==> src/rtl/core/pctl_pkg.sv <==
// ----------------------------------------------------------------------------
// pctl_pkg: shared types and constants of the pair-correlation interpolator
// Table geometry, fixed-point constants and the per-item side record that
// travels with each beat through the divider pipeline.
// ----------------------------------------------------------------------------
package pctl_pkg;

  // Table geometry
  localparam int unsigned R_POINTS   = 2048;
  localparam int unsigned ETA_STEPS  = 10;
  localparam int unsigned ROW_W      = 4;
  localparam int unsigned SAMPLE_W   = $clog2(R_POINTS);
  localparam int unsigned HALF_SW    = SAMPLE_W - 1;
  localparam int unsigned ROWADR_W   = ROW_W - 1;
  localparam int unsigned BANK_DEPTH = ((ETA_STEPS / 2) + 1) * (R_POINTS / 2);
  localparam int unsigned BANK_AW    = ROWADR_W + HALF_SW;
  localparam int unsigned NBANKS     = 4;

  // Number formats
  localparam int unsigned VAL_W   = 24;  // Q8.16
  localparam int unsigned FRAC_W  = 16;  // Q0.16
  localparam int unsigned SCALE_W = 5;
  localparam int unsigned LO_W    = SCALE_W;
  localparam int unsigned ETA_SCALE = 2 * ETA_STEPS;

  localparam logic [VAL_W-1:0]  TWO_Q16   = 24'd131072;
  localparam logic [VAL_W-1:0]  ONE_Q16   = 24'd65536;
  localparam logic [VAL_W-1:0]  FAR_LIMIT = 24'd982056;
  localparam logic [FRAC_W-1:0] STEP_RESET = 16'd655;

  // Divider geometry: numerator is (distance offset) with 16 fraction bits
  localparam int unsigned NUM_W = 21;
  localparam int unsigned DEN_W = FRAC_W + 1;
  localparam int unsigned QUO_W = NUM_W + FRAC_W;

  // Stream packing
  localparam int unsigned S_TDATA_W = 80;
  localparam int unsigned M_TDATA_W = 24;

  typedef enum logic {
    MODE_LOAD  = 1'b0,
    MODE_QUERY = 1'b1
  } mode_e;

  typedef struct packed {
    mode_e                mode;
    logic [ROW_W-1:0]     row;
    logic [SAMPLE_W-1:0]  sample;
    logic [VAL_W-1:0]     value;
    logic                 below_two;
    logic                 beyond_rows;
    logic                 far;
    logic [LO_W-1:0]      lo;
    logic [FRAC_W-1:0]    ef;
  } side_t;

endpackage

==> src/rtl/core/pctl_div.sv <==
// ----------------------------------------------------------------------------
// pctl_div: pipelined restoring divider
// One quotient bit per stage; returns floor((num << 16) / den) and carries
// the item's side record alongside.
// ----------------------------------------------------------------------------
module pctl_div (
  input  logic                        clk_i,
  input  logic                        rst_ni,
  input  logic                        adv_i,
  input  logic                        in_vld_i,
  input  pctl_pkg::side_t             in_side_i,
  input  logic [pctl_pkg::NUM_W-1:0]  num_i,
  input  logic [pctl_pkg::DEN_W-1:0]  den_i,
  output logic                        out_vld_o,
  output pctl_pkg::side_t             out_side_o,
  output logic [pctl_pkg::QUO_W-1:0]  quo_o
);
  import pctl_pkg::*;

  logic [QUO_W-1:0] vld_q;
  side_t            side_q [QUO_W];
  logic [QUO_W-1:0] nq_q   [QUO_W];
  logic [DEN_W-1:0] rem_q  [QUO_W];
  logic [DEN_W-1:0] den_q  [QUO_W];

  for (genvar k = 0; k < QUO_W; k++) begin : g_stage
    logic             vld_p;
    side_t            side_p;
    logic [QUO_W-1:0] nq_p;
    logic [DEN_W-1:0] rem_p;
    logic [DEN_W-1:0] den_p;
    logic [DEN_W:0]   trial;
    logic             ge;
    logic [DEN_W-1:0] rem_n;

    if (k == 0) begin : g_first
      assign vld_p  = in_vld_i;
      assign side_p = in_side_i;
      assign nq_p   = {num_i, {FRAC_W{1'b0}}};
      assign rem_p  = '0;
      assign den_p  = den_i;
    end else begin : g_next
      assign vld_p  = vld_q[k-1];
      assign side_p = side_q[k-1];
      assign nq_p   = nq_q[k-1];
      assign rem_p  = rem_q[k-1];
      assign den_p  = den_q[k-1];
    end

    // Shift in the next numerator bit, subtract when it fits
    assign trial = {rem_p, nq_p[QUO_W-1]};
    assign ge    = trial >= {1'b0, den_p};
    assign rem_n = ge ? DEN_W'(trial - {1'b0, den_p}) : trial[DEN_W-1:0];

    always_ff @(posedge clk_i or negedge rst_ni) begin
      if (!rst_ni) begin
        vld_q[k] <= 1'b0;
      end else if (adv_i) begin
        vld_q[k] <= vld_p;
      end
    end

    always_ff @(posedge clk_i) begin
      if (adv_i) begin
        side_q[k] <= side_p;
        nq_q[k]   <= {nq_p[QUO_W-2:0], ge};
        rem_q[k]  <= rem_n;
        den_q[k]  <= den_p;
      end
    end
  end

  assign out_vld_o  = vld_q[QUO_W-1];
  assign out_side_o = side_q[QUO_W-1];
  assign quo_o      = nq_q[QUO_W-1];

endmodule

==> config.mk <==
export PLATFORM = sky130hd
export DESIGN_NAME = pctl_div
export DESIGN_NICKNAME = d
export VERILOG_FILES = /design/src/rtl/core/pctl_pkg.sv /design/src/rtl/core/pctl_div.sv
export SDC_FILE = /design/constraint.sdc
export NUM_CORES = 2
export LEC_CHECK = 0
export BUFFER_PORTS_ARGS = -buffer_cell sky130_fd_sc_hd__buf_4
export CAP_MARGIN = 20
export CORE_ASPECT_RATIO = 0.5
export CORE_UTILIZATION = 50
export DETAILED_ROUTE_END_ITERATION = 10
export PLACE_DENSITY = 0.64
export RECOVER_POWER = 25
export SLEW_MARGIN = 15
export SYNTH_ARGS = -nofsm -noshare
export SYNTH_HDL_FRONTEND = slang
export SYNTH_MEMORY_MAX_BITS = 65536
export SYNTH_SLANG_ARGS = --single-unit
==> constraint.sdc <==
create_clock -name clk_i -period 4.26 [get_ports clk_i]
set_input_delay 0.852 -clock clk_i [delete_from_list [all_inputs] [get_ports clk_i]]
set_output_delay 0.852 -clock clk_i [all_outputs]
set_load 0.01 [all_outputs]
==> results.md <==
- Run status: finished with violations
- Failing checks: design-rule violations
- Via Count: roughly 77000
- Register area: 0.1362 mm²
- Min Clock Period, post-route: between 3 and 4 ns
- Seq/Total Area, Yosys: around 80%
- Hold Path Cell Cnt: 1
- Antenna violations before repair: 1
- Vias in the first global route: slightly below 80000
- Core ar.: 0.3403 mm²
- Drt wl/cell: between 15 and 20 µm
- IO Count: 208
- Area delta synth->final: 12.38%
- P_leak: slightly above 0.07 µW
- Hold_ws: around 0.12 ns
- Reg-to-reg endpoint: rem_q[1][18]$_DFFE_PP_
- Multi-input logic area: 0.03235 mm²
- Worst Reg2Reg Path Length in Cells: 13
- Mapped Cells: approximately 9700
- CTS clock-pin slew for the worst setup and hold paths: ~0.06 ns
- Largest net degree at the start of global routing: 106
- Avg Inst Size Synth: around 18 µm²
- CTS Sinks: ~4500
- Remaining antenna violation count after routing: 0
- Final period util: between 80% and 90%
- Worst reg2reg startpoint: nq_q[1][36]$_DFFE_PP_
- Worst Path Arrival: between 4 and 5 ns
- Remaining DRCs: 2
- Final hold vios: 0
- Layout cells sized above 1: 12.32%
- Setup TNS: 0 ns
- Clk buf depth: 4
- Number of max-cap violations: 0
- Syn nets: ~10000
- Number of synthesized flops with an enable pin: between 4000 and 5000
- H-Tree Level Count: 5
- FILL cells: 25640
- Worst setup path category: reg2reg
- Synth Flop Type: edfxtp_1
- WP data required: ~5 ns
- Initial core utilization: about half
- Final Max Slew Viols: 0
- Die Wd: 831.1 µm
- Fmax: 0.2719 GHz
- Finished Layout Cells: 15260
- Synth Cell Area: around 0.17 mm²
- CTS buffer count: around 390
- Min-delay worst type: in2reg
- Nets: about 11000
- Power density over cell area: approximately 640 mW/mm²
- Worst setup SP type: register
- Root Driver: clkbuf_16
- Inserted Diodes: 0
- Worst-skew pair later-pin latency: 0.93 ns
- Final Setup Violations: 0
- Placed insts: 14550
- Setup ws final: 0.5824 ns
- Asr flop ratio synth: 0.8146%
- Pre-CTS setup slack: between 0.5 and 0.6 ns
- Hold Path End: side_q[0][24]$_DFFE_PP_
- Seq cells post-synth: approximately 4500
- Crit path launch: nq_q[1][36]$_DFFE_PP_
- # port buffers: a little over 200
- Row cnt: 151
- Worst-Margin Slew: approximately 1.2 ns
- Dpl hpwl: between 150000 and 200000 µm
- Yosys Warn Count: 0
- VDD IR max: about 0.00035 V
- Die Y: 416.5 µm
- Total GRT Usage: 13.81%
- Placer Congestion: 0.8835
- Iter 0 DRT Violations: ~4800
- Crit. End Element: register
- Gr ovfl total: 0
- Vias per Instance: about 5.1
- Hold Crit Start: in_side_i[24]
- Global-route wire length before repair: between 300000 and 400000 µm
- # resized after CTS: 0
- Slew Limit Headroom: between 10% and 20%
- RSZ-0062 raised after global routing: false
- Routed WL: approximately 240000 µm
- Die Area: about 0.35 mm²
- Yosys cell types: between 80 and 90
- R2R Setup Slk: ~0.58 ns
- Critical Path Fanout Max: 18
- Post-Route Skew: about 0.056 ns
- TritonRoute pass-1 iters: 10
- CTS tree: built
[flip-flops by register name, summed over array words and instances (netlist names)]
signal / count
den_q: 612
g_stage.vld_p: 36
nq_q: 913
out_vld_o: 1
rem_q: 612
side_q: 2368
[layer usage]
layer | up-vias | global-route usage [%] | routed length (µm)
met5 | - | 0 | 0
met4 | 0 | 5.391 | 9154
met3 | 592 | 2.359 | 7988
met2 | 1062 | 24.53 | 123400
met1 | 37570 | 16.93 | 103800
li1 | 38100 | - | -
[Yosys cell counts, types with 61 or more instances]
library cell / number / share of area (%)
xor2_1: 166 / 0.85
nand4_1: 61 / 0.22
a21oi_1: 472 / 1.4
nand2b_1: 71 / 0.26
o21ai_0: 339 / 0.99
a21o_1: 225 / 0.98
o21bai_1: 67 / 0.29
nor3_1: 109 / 0.32
nor2_1: 359 / 0.78
mux2_2: 343 / 2.2
edfxtp_1: 4505 / 79
ha_1: 613 / 4.5
xnor2_1: 311 / 1.6
o21a_1: 61 / 0.27
a31oi_1: 63 / 0.23
nor2b_1: 98 / 0.36
inv_1: 775 / 1.7
nand2_1: 341 / 0.74
[where the power goes]
part           switching, µW  total [µW]  internal (µW)
logic                  16000       30000          14000
clock network          15300       34600          19200
registers               2580       59600          57000
total                  33900      124000          90300
[critical path, cell delays in order, from the launching register on]
cell and delay, ns:
edfxtp_1 0.37, inv_1 0.09, ha_1 0.18, inv_1 0.06, fa_1 0.39, a21oi_1 0.21, o21ai_0 0.13, a21oi_1 0.33
o21ai_0 0.15, a31oi_1 0.23, o21ai_0 0.12, o211ai_1 0.13, nand2_1 0.54, mux2_2 0.48
[cell usage in the layout (no fill, tap or decap), drive strengths merged, types with 225 or more instances in the layout]
cell type / n
a21oi: 475
inv: 793
ha: 613
nor2: 360
a21o: 225
o21ai: 351
nand2: 341
mux2: 346
buf: 282
edfxtp: 4505
clkbuf: 580
xnor2: 311
[metrics by stage]
| stage | instance area (µm²) | total power, µW | utilization, % |
|---|---|---|---|
| after floorplan | 171800 | 82810 | - |
| after global placement | 180800 | 89530 | 53.13 |
| after detailed placement | 180800 | 90380 | 53.13 |
| after CTS | 193200 | 125500 | 56.77 |
| after global routing | 193100 | 131100 | 56.75 |
| final | 193100 | 124200 | 56.75 |
[cell type report]
class / instances / share of cell area (%)
multi-input combinational: 4265 / 16.75
tap: 4590 / 2.974
timing repair buffer: 385 / 1.838
clock buffer: 481 / 5.291
inverter: 776 / 1.508
sequential: 4542 / 70.53
clock inverter: 225 / 1.107
[worst max-delay path by stage]
stage	depth (start not counted)	endpoint	slack, ns
global route	13	rem_q[1][31]$_DFFE_PP_	0.28
floorplan	15	rem_q[1][110]$_DFFE_PP_	1.06
global placement	13	rem_q[0][53]$_DFFE_PP_	0.58
finish	13	rem_q[1][18]$_DFFE_PP_	0.58
CTS	13	rem_q[1][26]$_DFFE_PP_	0.54
detailed placement	13	rem_q[1][26]$_DFFE_PP_	0.59
[cell families after synthesis]
group                    count (synthesis)  share of synthesized area (%)
buffers and inverters                  872                          1.953
multiplexers                           368                          2.396
AO/OA/AOI/OAI                         1509                          5.566
XOR/XNOR                               477                          2.431
adder cells (fa/ha/maj)                648                          4.871
AND/OR/NAND/NOR                       1263                          3.518
flip-flops                            4542                          79.27
[timing repair]
action | in CTS | in global routing
hold endpoints to repair | 39 | 0
hold buffers | 3 | 0
buffers inserted | 0 | 0
(Power assumes the default switching activity.)
